===== src/rtl/core/dxt_block_decoder_core_macros.svh =====
// ----------------------------------------------------------------------------
// dxt block decoder assertion macros
// shared concurrent assertion forms for the decoder core
// ----------------------------------------------------------------------------
`ifndef DXT_BLOCK_DECODER_CORE_MACROS_SVH
`define DXT_BLOCK_DECODER_CORE_MACROS_SVH

// same-cycle implication, disabled in reset
`define DXT_ASSERT_IMPLY(label, clk, rst_n, ante, cons, msg) \
    label: assert property (@(posedge clk) disable iff (!rst_n) (ante) |-> (cons)) \
        else $error(msg);

// next-cycle implication, disabled in reset
`define DXT_ASSERT_NEXT(label, clk, rst_n, ante, cons, msg) \
    label: assert property (@(posedge clk) disable iff (!rst_n) (ante) |=> (cons)) \
        else $error(msg);

`endif


===== src/rtl/core/dxt_pkg.sv =====
// ----------------------------------------------------------------------------
// dxt block decoder package
// shared types, constants and constant-divide helpers
// ----------------------------------------------------------------------------
package dxt_pkg;

    // reciprocals for exact floor division, scaled by 2^DIV_SHIFT
    localparam int DIV_SHIFT = 20;
    localparam logic [18:0] RECIP3  = 19'd349526;
    localparam logic [18:0] RECIP5  = 19'd209716;
    localparam logic [18:0] RECIP7  = 19'd149797;
    localparam logic [18:0] RECIP31 = 19'd33826;
    localparam logic [18:0] RECIP63 = 19'd16645;

    localparam logic [3:0] LAST_PIXEL  = 4'd15;
    localparam logic [1:0] CIDX_TRANSP = 2'd3;
    localparam logic [7:0] ALPHA_OPAQUE = 8'hFF;

    typedef struct packed {
        logic [7:0] r;
        logic [7:0] g;
        logic [7:0] b;
    } rgb_t;

    // expanded endpoints plus indices
    typedef struct packed {
        rgb_t        c0;
        rgb_t        c1;
        logic        four;
        logic        dxt5;
        logic [7:0]  a0;
        logic [7:0]  a1;
        logic [31:0] cidx;
        logic [47:0] aidx;
    } endp_t;

    // full palettes plus indices
    typedef struct packed {
        rgb_t [3:0]       cpal;
        logic             opaque3;
        logic             dxt5;
        logic [7:0][7:0]  apal;
        logic [31:0]      cidx;
        logic [47:0]      aidx;
    } pal_t;

    // floor(x / d) by one multiply with a rounded-up reciprocal; exact for the
    // value ranges used here
    function automatic logic [7:0] div_recip(input logic [13:0] x, input logic [18:0] m);
        logic [32:0] p;
        p = 33'(x) * 33'(m);
        return 8'(p >> DIV_SHIFT);
    endfunction

    function automatic logic [7:0] expand5(input logic [4:0] v);
        return div_recip(14'({v, 8'd0}) - 14'(v), RECIP31);
    endfunction

    function automatic logic [7:0] expand6(input logic [5:0] v);
        return div_recip(14'({v, 8'd0}) - 14'(v), RECIP63);
    endfunction

endpackage


===== src/rtl/core/dxt_emit.sv =====
// ----------------------------------------------------------------------------
// dxt pixel emitter
// walks the sixteen pixels of a block into the output register
// ----------------------------------------------------------------------------
module dxt_emit
    import dxt_pkg::*;
(
    input  logic       clk,
    input  logic       rst_n,
    input  logic       in_valid,
    output logic       in_ready,
    input  pal_t       in_pal,
    output logic       out_valid,
    input  logic       out_ready,
    output logic [7:0] red,
    output logic [7:0] green,
    output logic [7:0] blue,
    output logic [7:0] alpha,
    output logic [1:0] pixel_x,
    output logic [1:0] pixel_y,
    output logic       last_pixel
);

    logic        blk_valid_reg;
    logic [3:0]  cnt_reg;
    pal_t        pal_reg;
    logic [31:0] cidx_reg;
    logic [47:0] aidx_reg;
    logic        out_valid_reg;
    rgb_t        rgb_reg;
    logic [7:0]  alpha_reg;
    logic [3:0]  pos_reg;
    logic        last_reg;

    logic        out_adv;
    logic        emit;
    logic        load;
    logic [1:0]  ci;
    logic [2:0]  ai;
    logic [7:0]  alpha_next;

    assign out_adv  = !out_valid_reg || out_ready;
    assign emit     = blk_valid_reg && out_adv;
    assign in_ready = !blk_valid_reg || (out_adv && (cnt_reg == LAST_PIXEL));
    assign load     = in_valid && in_ready;

    assign ci = cidx_reg[1:0];
    assign ai = aidx_reg[2:0];

    always_comb
    begin
        if (pal_reg.dxt5)
        begin
            alpha_next = pal_reg.apal[ai];
        end
        else if ((ci == CIDX_TRANSP) && !pal_reg.opaque3)
        begin
            alpha_next = 8'd0;
        end
        else
        begin
            alpha_next = ALPHA_OPAQUE;
        end
    end

    always_ff @(posedge clk or negedge rst_n)
    begin
        if (!rst_n)
        begin
            blk_valid_reg <= 1'b0;
            cnt_reg       <= 4'd0;
            out_valid_reg <= 1'b0;
        end
        else
        begin
            if (in_ready)
            begin
                blk_valid_reg <= in_valid;
            end
            if (emit)
            begin
                cnt_reg <= cnt_reg + 4'd1;
            end
            if (out_adv)
            begin
                out_valid_reg <= blk_valid_reg;
            end
        end
    end

    always_ff @(posedge clk)
    begin
        if (load)
        begin
            pal_reg  <= in_pal;
            cidx_reg <= in_pal.cidx;
            aidx_reg <= in_pal.aidx;
        end
        else if (emit)
        begin
            cidx_reg <= cidx_reg >> 2;
            aidx_reg <= aidx_reg >> 3;
        end
        if (emit)
        begin
            rgb_reg   <= pal_reg.cpal[ci];
            alpha_reg <= alpha_next;
            pos_reg   <= cnt_reg;
            last_reg  <= (cnt_reg == LAST_PIXEL);
        end
    end

    assign out_valid  = out_valid_reg;
    assign red        = rgb_reg.r;
    assign green      = rgb_reg.g;
    assign blue       = rgb_reg.b;
    assign alpha      = alpha_reg;
    assign pixel_x    = pos_reg[1:0];
    assign pixel_y    = pos_reg[3:2];
    assign last_pixel = last_reg;

endmodule


===== config.mk =====
export PLATFORM = sky130hd
export DESIGN_NAME = dxt_emit
export DESIGN_NICKNAME = d
export VERILOG_FILES = /design/src/rtl/core/dxt_block_decoder_core_macros.svh /design/src/rtl/core/dxt_pkg.sv /design/src/rtl/core/dxt_emit.sv
export SDC_FILE = /design/constraint.sdc
export NUM_CORES = 1
export LEC_CHECK = 0
export BUFFER_PORTS_ARGS = -buffer_cell sky130_fd_sc_hd__buf_2
export CELL_PAD_IN_SITES_DETAIL_PLACEMENT = 1
export CELL_PAD_IN_SITES_GLOBAL_PLACEMENT = 1
export CORE_MARGIN = 4
export CORE_UTILIZATION = 45
export DETAILED_ROUTE_END_ITERATION = 10
export PLACE_DENSITY_LB_ADDON = 0.1
export SLEW_MARGIN = 5
export SYNTH_ARGS = -nofsm -noshare
export SYNTH_HDL_FRONTEND = slang
export SYNTH_SLANG_ARGS = --single-unit

===== constraint.sdc =====
create_clock -name clk -period 9.5 [get_ports clk]
set_input_delay 2.375 -clock clk [delete_from_list [all_inputs] [get_ports clk]]
set_output_delay 2.375 -clock clk [all_outputs]
set_load 0.05 [all_outputs]

==> impl_summary.md <==
Outcome
The run finished with clean final reports.

Clock network
The TritonCTS clock tree is yes. The H-tree was split into 2 levels. Clock-pin slew was measured on the worst setup and hold paths at 0.05 ns. The TritonCTS buffer count is 34. The total of cells resized after clock tree synthesis is 0. The clock net in this run drives a total of 285 sinks.

The clock network latency to the later pin of the worst-skew pair is 0.49 ns. The tree is rooted in a sky130_fd_sc_hd__clkbuf_16. Once the clock tree was built, the setup fixing pass inserted 0 buffers. In this run, post-CTS hold repair placed 0 buffers. The worst-case clock buffer depth is 3.

Critical path
The worst setup path is captured at a primary output. The largest driver fanout on the critical path is 8. For the worst setup path, the data required time is 7.13 ns. The first element of the critical path is out_ready. For flop-to-flop paths, the worst setup slack is 6.10 ns.

The signal arrival time at the worst endpoint is 3.15 ns. The critical path is of the in2out type. The worst register-to-register path ends at pal_reg[225].

The number of cells on the worst reg-to-reg path is 6. The worst setup path is launched from an input pin. The worst register-to-register path begins at cnt_reg[0].

Final layout
The area added between synthesis and finish is 26.4%. The register with the most flip-flops in the layout has 162 of them. The layout cell share with drive strength beyond 1 is 54.9%.

The multi-input combinational cells in the finished layout cover a total of 0.00224 mm2. The fill cell total of the finished layout is 2,170. The final net count is 1,044. The area occupied by registers is 0.00853 mm2.

Placed design
The number of I/O port buffers is 284. The HPWL after detailed placement is 17,300 um. Timing analysis after detailed placement gives a worst setup slack of 3.98 ns. The congestion estimate from routability-driven global placement came to 0.761.

Power
The analysis attributes to net switching a power of 823 uW. In this run, the combinational gates consume 15.0% of the power. The clock network burns 37.1% of the power. In this run the power density over the cells is 247 mW/mm2.

VDD sags by at most 0.000143 V. Sequential cells burn 47.9% of the power. The internal portion of the total power is 2.59 mW. Net switching is 24.1% of the power. The analysis attributes to cell leakage a power of 5.40 nW. The completed layout was analyzed and its total power is 3.41 mW.

STA
The hold violation total from the final report is 0. The final sum of negative setup slack is 0 ns. The worst clock skew is 0.00986 ns. Dividing the final minimum period by the clock period gives 58.2%. The max-slew violation total from the final report is 0. The worst pin sits at a relative slew slack of 36.3%. The transition time at the pin with the least slew margin is 0.955 ns. The worst-case hold slack is 0.511 ns.

Counting I/O delays and the setup requirement, the final critical path takes 5.52 ns. Setup violations remaining at the end of the flow were counted as 0. Setup repair after global routing left no endpoint under its margin.

In the post-route analysis, the smallest setup slack over all paths is 3.98 ns. The maximum frequency from static timing analysis is 181 MHz.

Floorplanning
The die is 164 um wide. The die covers 0.0268 mm2. The number of rows created at floorplan is 56. In this run the vertical extent of the chip is 164 um.

285 I/O pins were placed. The standard cell core area is 0.0237 mm2. The initial utilization of the core area, before any placement, comes to 46.1%.

Run
The max-cap check violation count is 0.

Worst hold path
The path class of the tightest hold or removal check is reg2reg. The startpoint identified for the worst hold timing path is cnt_reg[3]. The worst hold path terminates at cnt_reg[3]. The hold-critical path depth is 1.

Logic synthesis
Counting flops and latches in the post-synthesis netlist gives 285. In the synthesized netlist, mux cells make up 17.2% of the area. The sequential fraction of the synthesis area is 78.2%. Of the total synthesized cell area, the portion taken by full adders, half adders and majority gates is 0.115%. Of the total synthesized cell area, the portion taken by AND, OR, NAND and NOR gates is 2.06%. The cell area that synthesis handed to floorplanning was 0.0109 mm2. The largest family of logic cells by synthesized area is multiplexers. The warning count from the yosys run is 0. The synthesized net count is 738. The netlist uses 27 different library cells. The synthesized netlist devotes 0.837% of its cell area to compound gates. The xor and xnor area share after synthesis is 0.241%. The cell count after synthesis came out at 491.

In this run the mean area of a mapped cell was 22.2 um2.

Routing
The number of vias in the routed layout is 5,748. The count of nets left with antenna violations once routing finished came out at 0. For this run, design rule violations remaining after detail routing come to 0.

The starting DRC count in detailed routing is 313. In the final routed layout, each cell accounts on average for 21.8 um. The via density per instance is 5.01. The aggregate routed wire length is 25,000 um.

The first TritonRoute pass finished after 4 iterations.

Global route
Entering global routing, the biggest net connects 104 pins. The number of global-route vias before repair is 6,645. The total congestion overflow is 0. The overall fraction of global-route tracks in use is 18.3%. The wire length of the first global-routing pass is 37,200 um. The initial antenna violation count came to 15.
cell families after synthesis:
| kind of cell | count (synthesis) |
|---|---|
| AO/OA/AOI/OAI | 12 |
| AND/OR/NAND/NOR | 43 |
| XOR/XNOR | 3 |
| multiplexers | 123 |
| flip-flops | 285 |
| adder cells (fa/ha/maj) | 1 |
| buffers and inverters | 24 |
layout make-up:
class	count	area share [%]
antenna	5	0.0908
clock buffer	44	6.91
clock inverter	18	1.17
inverter	3	0.118
multi-input combinational	182	16.3
sequential	285	61.9
tap	319	2.89
timing repair buffer	291	10.7
placed cells by master, fill, tap and decap left out, types with 7 or more instances in the layout:
master	instances
sky130_fd_sc_hd__buf_2	284
sky130_fd_sc_hd__edfxtp_1	279
sky130_fd_sc_hd__mux2_4	39
sky130_fd_sc_hd__clkbuf_16	37
sky130_fd_sc_hd__mux2_2	36
sky130_fd_sc_hd__mux4_2	32
sky130_fd_sc_hd__mux2i_1	16
sky130_fd_sc_hd__nand2_1	15
sky130_fd_sc_hd__nand2b_1	9
sky130_fd_sc_hd__nand3_1	8
sky130_fd_sc_hd__clkinv_2	8
sky130_fd_sc_hd__a22oi_1	7
sky130_fd_sc_hd__clkbuf_1	7
sky130_fd_sc_hd__buf_4	7
synth_stat cells, drive strengths merged:
| master | number | area, um2 |
|---|---|---|
| a21bo | 1 | 16.3 |
| a22oi | 7 | 52.6 |
| and3 | 6 | 42.5 |
| buf | 15 | 120 |
| clkbuf | 6 | 22.5 |
| dfrtp | 6 | 150 |
| edfxtp | 279 | 8380 |
| ha | 1 | 12.5 |
| inv | 3 | 11.3 |
| mux2 | 75 | 991 |
| mux2i | 16 | 160 |
| mux4 | 32 | 721 |
| nand2 | 16 | 62.6 |
| nand2b | 9 | 56.3 |
| nand3 | 8 | 40.0 |
| nand3b | 1 | 7.51 |
| nand4 | 1 | 6.26 |
| nor2 | 1 | 3.75 |
| nor2b | 1 | 6.26 |
| o21ai | 3 | 15.0 |
| o21bai | 1 | 7.51 |
| xnor2 | 3 | 26.3 |
per-layer routing:
metal	vias to the layer above	track usage, %	wire length (um)
met5	-	0	137
met4	22	5.22	609
met3	66	6.55	2120
met2	219	32.6	13000
met1	2833	20.9	9070
li1	2608	-	-
worst max-delay path by stage:
stage	endpoint	slack [ns]	depth (start not counted)
floorplan	aidx_reg[0]	0.84	2
global placement	in_ready	3.98	4
detailed placement	in_ready	3.98	4
CTS	in_ready	3.97	4
global route	in_ready	3.95	4
finish	in_ready	3.98	4
through the flow:
| step | util [%] | cells | area, um2 |
|---|---|---|---|
| after global routing | 58.2 | 1146 | 13800 |
| after global placement | 53.5 | 1080 | 12700 |
| after detailed placement | 53.5 | 1080 | 12700 |
| after floorplan | - | 491 | 10900 |
| after CTS | 58.2 | 1142 | 13800 |
| final | 58.2 | 1147 | 13800 |
power by group through the flow:
stage                     registers (mW)  logic, mW  clock network [mW]
final                               1.63      0.513                1.26
after global routing                1.65      0.553                1.36
after CTS                           1.64      0.523                1.30
after detailed placement            1.66      0.520                   0
after global placement              1.65      0.501                   0
after floorplan                     1.76      0.277                   0
critical path, stage by stage:
cell and delay (ns):
sky130_fd_sc_hd__buf_2 0.09, sky130_fd_sc_hd__nand2b_1 0.18, sky130_fd_sc_hd__a21bo_4 0.27, sky130_fd_sc_hd__buf_2 0.22
(Power assumes the default switching activity.)
