### src/rtl/core/dxt_block_decoder_core_macros.svh
// ----------------------------------------------------------------------------
// dxt block decoder assertion macros
// shared concurrent assertion forms for the decoder core
// ----------------------------------------------------------------------------
`ifndef DXT_BLOCK_DECODER_CORE_MACROS_SVH
`define DXT_BLOCK_DECODER_CORE_MACROS_SVH

// same-cycle implication, disabled in reset
`define DXT_ASSERT_IMPLY(label, clk, rst_n, ante, cons, msg) \
    label: assert property (@(posedge clk) disable iff (!rst_n) (ante) |-> (cons)) \
        else $error(msg);

// next-cycle implication, disabled in reset
`define DXT_ASSERT_NEXT(label, clk, rst_n, ante, cons, msg) \
    label: assert property (@(posedge clk) disable iff (!rst_n) (ante) |=> (cons)) \
        else $error(msg);

`endif

### src/rtl/core/dxt_pkg.sv
// ----------------------------------------------------------------------------
// dxt block decoder package
// shared types, constants and constant-divide helpers
// ----------------------------------------------------------------------------
package dxt_pkg;

    // reciprocals for exact floor division, scaled by 2^DIV_SHIFT
    localparam int DIV_SHIFT = 20;
    localparam logic [18:0] RECIP3  = 19'd349526;
    localparam logic [18:0] RECIP5  = 19'd209716;
    localparam logic [18:0] RECIP7  = 19'd149797;
    localparam logic [18:0] RECIP31 = 19'd33826;
    localparam logic [18:0] RECIP63 = 19'd16645;

    localparam logic [3:0] LAST_PIXEL  = 4'd15;
    localparam logic [1:0] CIDX_TRANSP = 2'd3;
    localparam logic [7:0] ALPHA_OPAQUE = 8'hFF;

    typedef struct packed {
        logic [7:0] r;
        logic [7:0] g;
        logic [7:0] b;
    } rgb_t;

    // expanded endpoints plus indices
    typedef struct packed {
        rgb_t        c0;
        rgb_t        c1;
        logic        four;
        logic        dxt5;
        logic [7:0]  a0;
        logic [7:0]  a1;
        logic [31:0] cidx;
        logic [47:0] aidx;
    } endp_t;

    // full palettes plus indices
    typedef struct packed {
        rgb_t [3:0]       cpal;
        logic             opaque3;
        logic             dxt5;
        logic [7:0][7:0]  apal;
        logic [31:0]      cidx;
        logic [47:0]      aidx;
    } pal_t;

    // floor(x / d) by one multiply with a rounded-up reciprocal; exact for the
    // value ranges used here
    function automatic logic [7:0] div_recip(input logic [13:0] x, input logic [18:0] m);
        logic [32:0] p;
        p = 33'(x) * 33'(m);
        return 8'(p >> DIV_SHIFT);
    endfunction

    function automatic logic [7:0] expand5(input logic [4:0] v);
        return div_recip(14'({v, 8'd0}) - 14'(v), RECIP31);
    endfunction

    function automatic logic [7:0] expand6(input logic [5:0] v);
        return div_recip(14'({v, 8'd0}) - 14'(v), RECIP63);
    endfunction

endpackage

### src/rtl/core/dxt_expand.sv
// ----------------------------------------------------------------------------
// dxt endpoint expansion stage
// widens the rgb565 endpoints to 8 bits and picks the color mode
// ----------------------------------------------------------------------------
module dxt_expand
    import dxt_pkg::*;
(
    input  logic        clk,
    input  logic        rst_n,
    input  logic        in_valid,
    output logic        in_ready,
    input  logic [63:0] in_cb,
    input  logic [63:0] in_ab,
    input  logic        in_mode,
    output logic        out_valid,
    input  logic        out_ready,
    output endp_t       out_ep
);

    logic  valid_reg;
    endp_t ep_reg;
    endp_t ep_next;
    logic [15:0] c0;
    logic [15:0] c1;

    assign c0 = in_cb[15:0];
    assign c1 = in_cb[31:16];

    always_comb
    begin
        ep_next.c0.r = expand5(c0[15:11]);
        ep_next.c0.g = expand6(c0[10:5]);
        ep_next.c0.b = expand5(c0[4:0]);
        ep_next.c1.r = expand5(c1[15:11]);
        ep_next.c1.g = expand6(c1[10:5]);
        ep_next.c1.b = expand5(c1[4:0]);
        ep_next.four = in_mode || (c0 > c1);
        ep_next.dxt5 = in_mode;
        ep_next.a0   = in_ab[7:0];
        ep_next.a1   = in_ab[15:8];
        ep_next.cidx = in_cb[63:32];
        ep_next.aidx = in_ab[63:16];
    end

    assign in_ready  = !valid_reg || out_ready;
    assign out_valid = valid_reg;
    assign out_ep    = ep_reg;

    always_ff @(posedge clk or negedge rst_n)
    begin
        if (!rst_n)
        begin
            valid_reg <= 1'b0;
        end
        else if (in_ready)
        begin
            valid_reg <= in_valid;
        end
    end

    always_ff @(posedge clk)
    begin
        if (in_valid && in_ready)
        begin
            ep_reg <= ep_next;
        end
    end

endmodule

### config.mk
export PLATFORM = sky130hd
export DESIGN_NAME = dxt_expand
export DESIGN_NICKNAME = d
export VERILOG_FILES = /design/src/rtl/core/dxt_block_decoder_core_macros.svh /design/src/rtl/core/dxt_pkg.sv /design/src/rtl/core/dxt_expand.sv
export SDC_FILE = /design/constraint.sdc
export NUM_CORES = 1
export LEC_CHECK = 0
export BUFFER_PORTS_ARGS = -buffer_cell sky130_fd_sc_hd__buf_2
export CELL_PAD_IN_SITES_DETAIL_PLACEMENT = 0
export CELL_PAD_IN_SITES_GLOBAL_PLACEMENT = 2
export CORE_ASPECT_RATIO = 0.8
export CORE_UTILIZATION = 38
export DETAILED_ROUTE_END_ITERATION = 7
export MAX_ROUTING_LAYER = met4
export PLACE_DENSITY = 0.92
export SLEW_MARGIN = 10
export SYNTH_ARGS = -nofsm -noshare
export SYNTH_HDL_FRONTEND = slang
export SYNTH_SLANG_ARGS = --single-unit
### constraint.sdc
create_clock -name clk -period 5.5 [get_ports clk]
set_input_delay 0 -clock clk [delete_from_list [all_inputs] [get_ports clk]]
set_output_delay 0 -clock clk [all_outputs]
set_load 0.05 [all_outputs]
==> results of run 1 <==
==> path summary, 6_finish.rpt <==
path	endpoint	slack, ns	cells past startpoint
setup / recovery	out_ep[137]	0.71	23
setup reg to reg	out_ep[112]	3.47	3
hold reg to reg	out_ep[133]	1.00	2
max in group asynchronous	out_valid	4.99	3
min in group asynchronous	out_valid	0.40	3
hold / removal	out_ep[97]	0.21	4
==> worst register-to-register path, cell delays in order (launching register included) <==
cell and delay, ns:
dfrtp_1 0.39, nand2b_1 0.14, and2_4 0.46, buf_12 0.48
==> power by group through the flow <==
stage / clock network, mW / registers (mW) / logic, mW
after global placement: 0 / 1.46 / 2.56
after detailed placement: 0 / 1.46 / 2.61
after global routing: 1.36 / 1.45 / 3.06
after CTS: 1.31 / 1.44 / 2.69
after floorplan: 0 / 1.87 / 1.57
final: 1.29 / 1.44 / 2.66
==> through the flow <==
step                      cell area [um2]  cells  power (mW)
after global placement              17200   2148        4.02
after detailed placement            17200   2148        4.07
final                               18900   2282        5.39
after CTS                           18900   2281        5.45
after floorplan                     15100   1329        3.44
after global routing                18900   2282        5.88
==> cells in the final DEF, fill, tap and decap left out, types with 6 or more instances in the layout <==
cell and n:
ha_1 471, buf_2 280, inv_1 197, edfxtp_1 146, dlygate4sd3_1 101, fa_1 57
nor2_1 47, xnor2_1 46, a21oi_1 44, nand2_1 43, o21ai_0 38, nand3_1 27
xor2_1 19, nand4_1 18, clkbuf_16 17, nor3_1 16, a21o_1 16, buf_4 14
nand2b_1 12, conb_1 8, and3_1 7, o21a_1 7, and2_1 7, o211ai_1 6
a31oi_1 6, o21bai_1 6
==> logic make-up (layout without fill, tap and decap cells) <==
family,count (synthesis),in the layout,share of synthesized area
AOI/OAI and AO/OA,164,164,0.0725
buffers and inverters,202,626,0.0506
xor gates and xnor gates,66,66,0.0390
muxes,7,7,0.00483
DFF,147,147,0.293
and+or+nand+nor,207,207,0.0712
other,1,9,0.000250
adders and majority gates,528,528,0.468
==> registers in the layout, indices dropped and copies added (netlist names) <==
register / flops
out_ep: 146
out_valid: 1
==> area by class of cell <==
cell class / instances / area, um2
Antenna cell: 1 / 2.50
Clock buffer: 19 / 433
Clock inverter: 13 / 199
Fill cell: 3498 / 19700
Inverter: 198 / 746
Multi-Input combinational cell: 980 / 9880
Sequential cell: 147 / 4410
Tap cell: 528 / 661
Timing Repair Buffer: 396 / 2540
==> synth_stat cells (3+ instances only) <==
master	instances
a211oi_1	5
a21o_1	16
a21oi_1	44
a31oi_1	6
and2_1	8
and3_1	7
and4_1	3
clkbuf_1	4
edfxtp_1	146
fa_1	57
ha_1	471
inv_1	197
mux2i_1	5
nand2_1	43
nand2b_1	12
nand3_1	27
nand3b_1	3
nand4_1	18
nor2_1	47
nor2b_1	4
nor3_1	16
nor4b_1	4
o211ai_1	6
o21a_1	7
o21ai_0	38
o21ai_1	5
o21bai_1	6
o31ai_1	5
or3_1	3
xnor2_1	46
xor2_1	19
==> layer usage <==
layer  track usage  vias up
met5             -        -
met4        0.0424        0
met3        0.0275       24
met2         0.313      193
met1         0.236     5138
li1              -     5601
==> flow_metrics.tcl, run 1 <==
set metrics [dict create \
    area_growth_syn_to_layout_pct 25.6 \
    finalClockSkew_ns 0.0165 \
    ant_nets 0 \
    coreArea_um2 38600 \
    hold_buffers 101 \
    synth-seq-cells 147 \
    worst-path-max-fanout 6 \
    final-hold-violation-count 0 \
    dr_wl_met3_mm 1.23 \
    synth-edff-count 146 \
    comb_power_share 0.493 \
    p_seq_frac 0.268 \
    cp-start-kind "primary input" \
    internal_power_mw 3.23 \
    rsz0062_at_grt "no" \
    grt_pass1_wl_mm 57.5 \
    path_class "primary input to flip-flop" \
    drc 3 \
    synthCells 1322 \
    wl_per_cell_um 15.6 \
    crit_buf_inv 5 \
    yosys-top-cells-area "ha_1, edfxtp_1, fa_1" \
    yosysWarnings 0 \
    setup_viol 0 \
    cts_resized 0 \
    cp_cell_sequence "buf_2 -> inv_1 -> ha_1 -> nand2b_1 -> nor2_1 -> mux2i_1 -> inv_1 -> ha_1 -> xnor2_1 -> ha_1 -> inv_1 -> fa_1 -> inv_1 -> ha_1 -> ha_1 -> ha_1 -> a21oi_1 -> a21oi_1 -> o21ai_0 -> a41oi_1 -> o21ai_1 -> mux2i_1 -> nand4_1" \
    holdCritPathClass "primary input to flip-flop" \
    synthFlopType "edfxtp_1" \
    drv_slew 0 \
    violations "design-rule violations" \
    cts_made_buffers 17 \
    yosysUniqueCellTypes 66 \
    num-nets-final 2401 \
    finalCritPeriodShare 0.871 \
    dr_total_vias 10956 \
    swShare 0.401 \
    hold_path.startpoint "in_cb[4]" \
    firstDrtPassIters 8 \
    whs_ns 0.213 \
    die-area_um2 40300 \
    synthArstFlopShare 0.00680 \
    period_needed_ns 4.79 \
    place_ws_ns 0.359 \
    required_ns 5.68 \
    p_leak_nw 9.58 \
    worst_pin_slew_ns 0.805 \
    htreeDepth 4 \
    clk_pin_slew_ns 0.08 \
    max_freq_ghz 0.209 \
    gr-total-overflow 0 \
    io_buffers 280 \
    track_usage 0.186 \
    cts_tree "done" \
    gp_congestion 0.831 \
    start_util 0.389 \
    r2r-start "out_valid" \
    fin_tns_setup_ns 0 \
    cts_root_buffer "clkbuf_16" \
    drt-met1-wl_mm 17.0 \
    slowest_delay_ns 0.53 \
    cpLargestDelayFamily "adder cells" \
    p_clk_frac 0.239 \
    drt-total-wl_mm 35.7 \
    status "finished, violations left" \
    netlist_area_um2 15000 \
    antenna_found_initial 2 \
    grt_max_degree 117 \
    syn_avg_cell_area_um2 11.4 \
    grt_pass1_vias 11215 \
    clk_path_buf_depth 2 \
    max_slew_margin 0.458 \
    clk_latency_ns 0.44 \
    cp.arrival_ns 4.97 \
    seq_area_frac_synth 0.293 \
    die_x_um 224 \
    synth_top_area_frac 0.392 \
    drv_cap 0 \
    crit_top_cell "ha_1" \
    setup_ws_ns 0.712 \
    drtIter0Drc 436 \
    ir_worst_vdd_uv 212 \
    die-height_um 180 \
    powerDensity_nw_per_um2 285 \
    clock-sinks 147 \
    power.switching_mw 2.16 \
    wl_met2_mm 17.2 \
    top_layer_used "met4" \
    avgViaCountPerCell 4.80 \
    drive_gt1_frac 0.197 \
    hpwl_mm 28.5 \
    slowest_stage "fa_1" \
    fin_util 0.489 \
    postCtsSetupRepairBufs 0 \
    crit_path_end_kind "flip-flop" \
    yosysTopAreaCell "ha_1" \
    core.rowCount 64 \
    crit_start "in_cb[5]" \
    io_pins 281 \
]
Note: power is estimated with default switching activity, not from simulation.
==> run 2, diff against run 1 <==
==> constraint.sdc (replaced) <==
create_clock -name clk -period 5.5 [get_ports clk]
set_input_delay 1.1 -clock clk [delete_from_list [all_inputs] [get_ports clk]]
set_output_delay 1.1 -clock clk [all_outputs]
set_load 0.05 [all_outputs]
==> flow_metrics.tcl, run 2 (synthesized netlist as in run 1, its figures left out) <==
set metrics [dict create \
    drv_cap 0 \
    io_pins 281 \
    drive_gt1_frac 0.290 \
    max_slew_margin 0.423 \
    slowest_delay_ns 0.50 \
    cts_root_buffer "clkbuf_16" \
    r2r-start "out_valid" \
    clock-sinks 147 \
    cp_cell_sequence "buf_2 -> inv_1 -> ha_1 -> and3_1 -> ha_1 -> nor4b_2 -> xnor2_1 -> inv_1 -> buf_4 -> ha_1 -> fa_1 -> ha_1 -> ha_1 -> ha_1 -> and3_1 -> and3_1 -> o21ai_1 -> o21ai_2 -> o41a_1 -> o21ba_4 -> o311ai_4" \
    required_ns 5.75 \
    cp-start-kind "primary input" \
    io_buffers 280 \
    drv_slew 0 \
    clk_path_buf_depth 2 \
    cts_made_buffers 17 \
    grt_pass1_vias 11056 \
    core.rowCount 64 \
    hold_buffers 0 \
    cp.arrival_ns 5.61 \
    stdcell_area_um2 19100 \
    final-hold-violation-count 0 \
    grt_pass1_wl_mm 55.2 \
    ant_nets 0 \
    wl_per_cell_um 14.5 \
    start_util 0.389 \
    gp_congestion 0.873 \
    crit_top_cell "ha_1" \
    track_usage 0.178 \
    drtIter0Drc 414 \
    hpwl_mm 29.3 \
    slowest_stage "fa_1" \
    period_needed_ns 5.36 \
    clk_latency_ns 0.44 \
    dr_total_vias 11185 \
    whs_ns 0.413 \
    powerDensity_nw_per_um2 284 \
    final_common_cell "ha_1" \
    coreArea_um2 38600 \
    finalCritPeriodShare 0.975 \
    die-height_um 180 \
    drc 10 \
    crit_buf_inv 4 \
    layout_common_cells "ha_1, buf_2, inv_1, buf_4, edfxtp_1" \
    dpl_cell_area_um2 18400 \
    die_x_um 224 \
    drt-total-wl_mm 34.0 \
    violations "design-rule violations" \
    fin_tns_setup_ns 0 \
    path_class "primary input to flip-flop" \
    max_freq_ghz 0.187 \
    worst-path-max-fanout 4 \
    status "finished, violations left" \
    htreeDepth 4 \
    ir_worst_vdd_uv 209 \
    largest_register_ffs 146 \
    fill_cells 3549 \
    grt_max_degree 85 \
    setup_ws_ns 0.138 \
    fin_cells 2341 \
    antenna_found_initial 5 \
    setup_viol 0 \
    avgViaCountPerCell 4.78 \
    clk_pin_slew_ns 0.06 \
    area_growth_syn_to_layout_pct 27.4 \
    crit_path_end_kind "flip-flop" \
    p_leak_nw 9.92 \
    gr-total-overflow 0 \
    holdCritPathClass "primary input to async pin" \
    firstDrtPassIters 6 \
    die-area_um2 40300 \
    worst_pin_slew_ns 0.866 \
    cpLargestDelayFamily "adder cells" \
    cts_tree "done" \
    crit_start "in_cb[16]" \
    dp_cells 2300 \
    num-nets-final 2456 \
    place_ws_ns -0.445 \
    finalClockSkew_ns 0.0173 \
]
[run 2: changes by cell type in the layout (fill, tap and decap cells not counted), moves of 3 or more]
cell / change
a21oi_1: -4
ha_1: -4
o21ai_2: +5
ha_4: +3
o21ai_0: -3
diode_2: +4
a21oi_2: +4
buf_4: +156
bufinv_16: -3
dlygate4sd3_1: -101
[run 2: worst paths after layout]
| check | slack (ns) | end | depth (start not counted) |
|---|---|---|---|
| setup / recovery | 0.14 | out_ep[105] | 21 |
| hold / removal | 0.41 | out_valid | 1 |
| setup reg to reg | 3.32 | out_ep[116] | 3 |
| hold reg to reg | 0.59 | out_valid | 2 |
| max in group asynchronous | 5.00 | out_valid | 1 |
| min in group clk | 0.59 | out_valid | 2 |
[run 2: layout make-up]
class	count	area (um2)	share of cell area
diodes	5	12.5	0.000654
clock buffers	18	429	0.0224
clock inverters	14	143	0.00745
inverters	198	746	0.0390
multi-input cells	980	10000	0.525
flip-flops and latches	147	4410	0.230
well taps	528	661	0.0345
repair buffers	451	2700	0.141
[run 2: per-layer routing]
| metal | vias up | GRT usage | share of wire |
|---|---|---|---|
| met1 | 5248 | 0.231 | 0.48 |
| met3 | 24 | 0.0333 | 0.044 |
| li1 | 5722 | - | - |
| met5 | - | - | 0 |
| met2 | 191 | 0.289 | 0.47 |
| met4 | 0 | 0.0400 | 0.011 |
[run 2: per-stage QoR]
| step | total power [mW] | util |
|---|---|---|
| floorplan | 3.43 | - |
| global placement | 4.21 | 0.476 |
| detailed placement | 4.27 | 0.476 |
| CTS | 5.47 | 0.491 |
| global route | 5.94 | 0.496 |
| finish | 5.43 | 0.496 |
[run 2: power by group]
part | switching (mW) | internal, mW | total [mW]
combinational | 1.65 | 1.20 | 2.84
sequential | 0.0251 | 1.41 | 1.43
clock | 0.517 | 0.637 | 1.15
[run 2: worst register-to-register path, stage by stage, from the launching register on]
cell      delay, ns
dfrtp_1        0.38
nand2b_1       0.13
and2_4         0.73
buf_12         0.46
[run 2: timing repair]
item,in CTS,in global routing
setup buffers,0,4
resized for setup,0,29
hold endpoints to repair,0,0
setup endpoints to repair,0,12
==> run 3, diff against run 2 <==
--- a/config.mk
+++ b/config.mk
@@ -5,12 +5,12 @@
 export SDC_FILE = /design/constraint.sdc
 export NUM_CORES = 1
 export LEC_CHECK = 0
-export BUFFER_PORTS_ARGS = -buffer_cell sky130_fd_sc_hd__buf_2
+export BUFFER_PORTS_ARGS = -buffer_cell sky130_fd_sc_hd__buf_4
 export CELL_PAD_IN_SITES_DETAIL_PLACEMENT = 0
 export CELL_PAD_IN_SITES_GLOBAL_PLACEMENT = 2
-export CORE_ASPECT_RATIO = 0.8
 export CORE_UTILIZATION = 38
 export DETAILED_ROUTE_END_ITERATION = 7
+export GPL_ROUTABILITY_DRIVEN = 0
 export MAX_ROUTING_LAYER = met4
 export PLACE_DENSITY = 0.92
 export SLEW_MARGIN = 10
==> flow_metrics.tcl, run 3 (synthesized netlist as in run 1, its figures left out) <==
set metrics [dict create \
    status "complete, no violations" \
    final_common_cell "ha_1" \
    grt_pass1_vias 11331 \
    r2r_setup_slack_ns 3.33 \
    drv_slew 0 \
    grt_util_met3 0.0328 \
    fin_cells 2320 \
    cp.arrival_ns 5.59 \
    slowest_stage "fa_1" \
    worst-path-max-fanout 4 \
    drive_gt1_frac 0.280 \
    finalClockSkew_ns 0.0107 \
    area_growth_syn_to_layout_pct 31.3 \
    start_util 0.387 \
    wl_per_cell_um 15.0 \
    fin_util 0.508 \
    met1_usage 0.220 \
    clk_latency_ns 0.43 \
    clk_path_buf_depth 2 \
    dr_total_vias 11202 \
    fill_cells 3470 \
    die-area_um2 40300 \
    hold_buffers 0 \
    multi_input_area_um2 9980 \
    place_ws_ns -0.341 \
    fin_tns_setup_ns 0 \
    final-hold-violation-count 0 \
    cp_cell_sequence "buf_4 -> inv_1 -> ha_2 -> and3_4 -> ha_4 -> nor4b_4 -> xnor2_1 -> inv_1 -> ha_1 -> ha_1 -> ha_1 -> ha_1 -> fa_1 -> ha_1 -> nand4_1 -> o211ai_1 -> a22oi_1 -> buf_4 -> o21ai_1 -> o41a_1 -> o21ba_4 -> o311ai_4" \
    dpl_cell_area_um2 19000 \
    drtIter0Drc 432 \
    firstDrtPassIters 5 \
    avgViaCountPerCell 4.83 \
    gr-total-overflow 0 \
    cts_made_buffers 17 \
    cp-start-kind "primary input" \
    max_freq_ghz 0.187 \
    max_slew_margin 0.343 \
    crit_top_cell "ha_1" \
    io_buffers 280 \
    track_usage 0.183 \
    die-height_um 201 \
    ff_latch_area_um2 4410 \
    p_leak_nw 10.1 \
    grt_max_degree 75 \
    holdCritPathClass "primary input to async pin" \
    io_pins 281 \
    met2_usage 0.314 \
    antenna_found_initial 1 \
    core.rowCount 72 \
    setup_viol 0 \
    powerDensity_nw_per_um2 282 \
    htreeDepth 4 \
    power_mw 5.56 \
    stdcell_area_um2 19700 \
    hpwl_mm 30.7 \
    coreArea_um2 38800 \
    ant_nets 0 \
    clk_pin_slew_ns 0.06 \
    required_ns 5.75 \
    ir_worst_vdd_uv 151 \
    largest_register_ffs 146 \
    cts_tree "done" \
    slowest_delay_ns 0.44 \
    worst_pin_slew_ns 0.985 \
    drc 0 \
    path_class "primary input to flip-flop" \
    setup_ws_ns 0.158 \
    whs_ns 0.431 \
    r2r-start "out_valid" \
    rr_worst_depth 3 \
    drv_cap 0 \
    layout_common_cells "ha_1, buf_4, inv_1, edfxtp_1, fa_1" \
    grt_pass1_wl_mm 56.9 \
    r2r-end "out_ep[108]" \
    grt_busiest_layer "met2" \
    period_needed_ns 5.34 \
    finalCritPeriodShare 0.971 \
    cts_root_buffer "clkbuf_16" \
    clock-sinks 147 \
    die_x_um 201 \
    dp_cells 2283 \
    num-nets-final 2449 \
    drt-total-wl_mm 34.9 \
    crit_path_end_kind "flip-flop" \
]
[run 3: cell types whose count changed in the layout (fill, tap and decap cells not counted), sizes merged]
cell,before,now
buf,451,444
inv,206,199
clkbuf,18,22
diode,5,1
bufinv,1,4
[run 3: worst max-delay path: cells and delay by family]
kind	cells	cell delay, ns
adder cells (fa/ha/maj)	8	2.03
AO/OA/AOI/OAI	6	1.35
AND/OR/NAND/NOR	3	0.54
buffers and inverters	4	0.37
XOR/XNOR	1	0.18
[run 3: how the worst max path moves through the flow]
stage                     slack (ns)  cells past startpoint       from          end
after global placement         -0.24                     21   in_cb[5]  out_ep[136]
final                           0.16                     22  in_cb[16]  out_ep[105]
after detailed placement       -0.34                     22   in_cb[5]  out_ep[136]
after global routing           -0.09                     22  in_cb[17]  out_ep[105]
after floorplan               -0.008                     21   in_cb[5]  out_ep[136]
after CTS                       0.10                     22   in_cb[5]  out_ep[136]
[run 3: cell type report]
type                            instances  area share
Clock inverter                         10     0.00818
Antenna cell                            1    0.000127
Sequential cell                       147       0.223
Inverter                              198      0.0378
Clock buffer                           22      0.0225
Tap cell                              518      0.0328
Timing Repair Buffer                  444       0.170
Multi-Input combinational cell        980       0.506
[run 3: repair_timing]
item	CTS	global route
setup buffers	0	4
resized for setup	0	18
endpoints found under the setup margin	0	14
[run 3: metal layers]
layer	up-vias	wire, um
met1	5238	15900
met5	-	0
met2	226	17000
met3	28	1460
li1	5710	-
met4	0	563
[run 3: power by group]
part | internal, mW | total (mW) | switching, mW
combinational | 1.27 | 2.89 | 1.62
sequential | 1.41 | 1.45 | 0.0374
clock | 0.759 | 1.23 | 0.466
total | 3.44 | 5.56 | 2.12
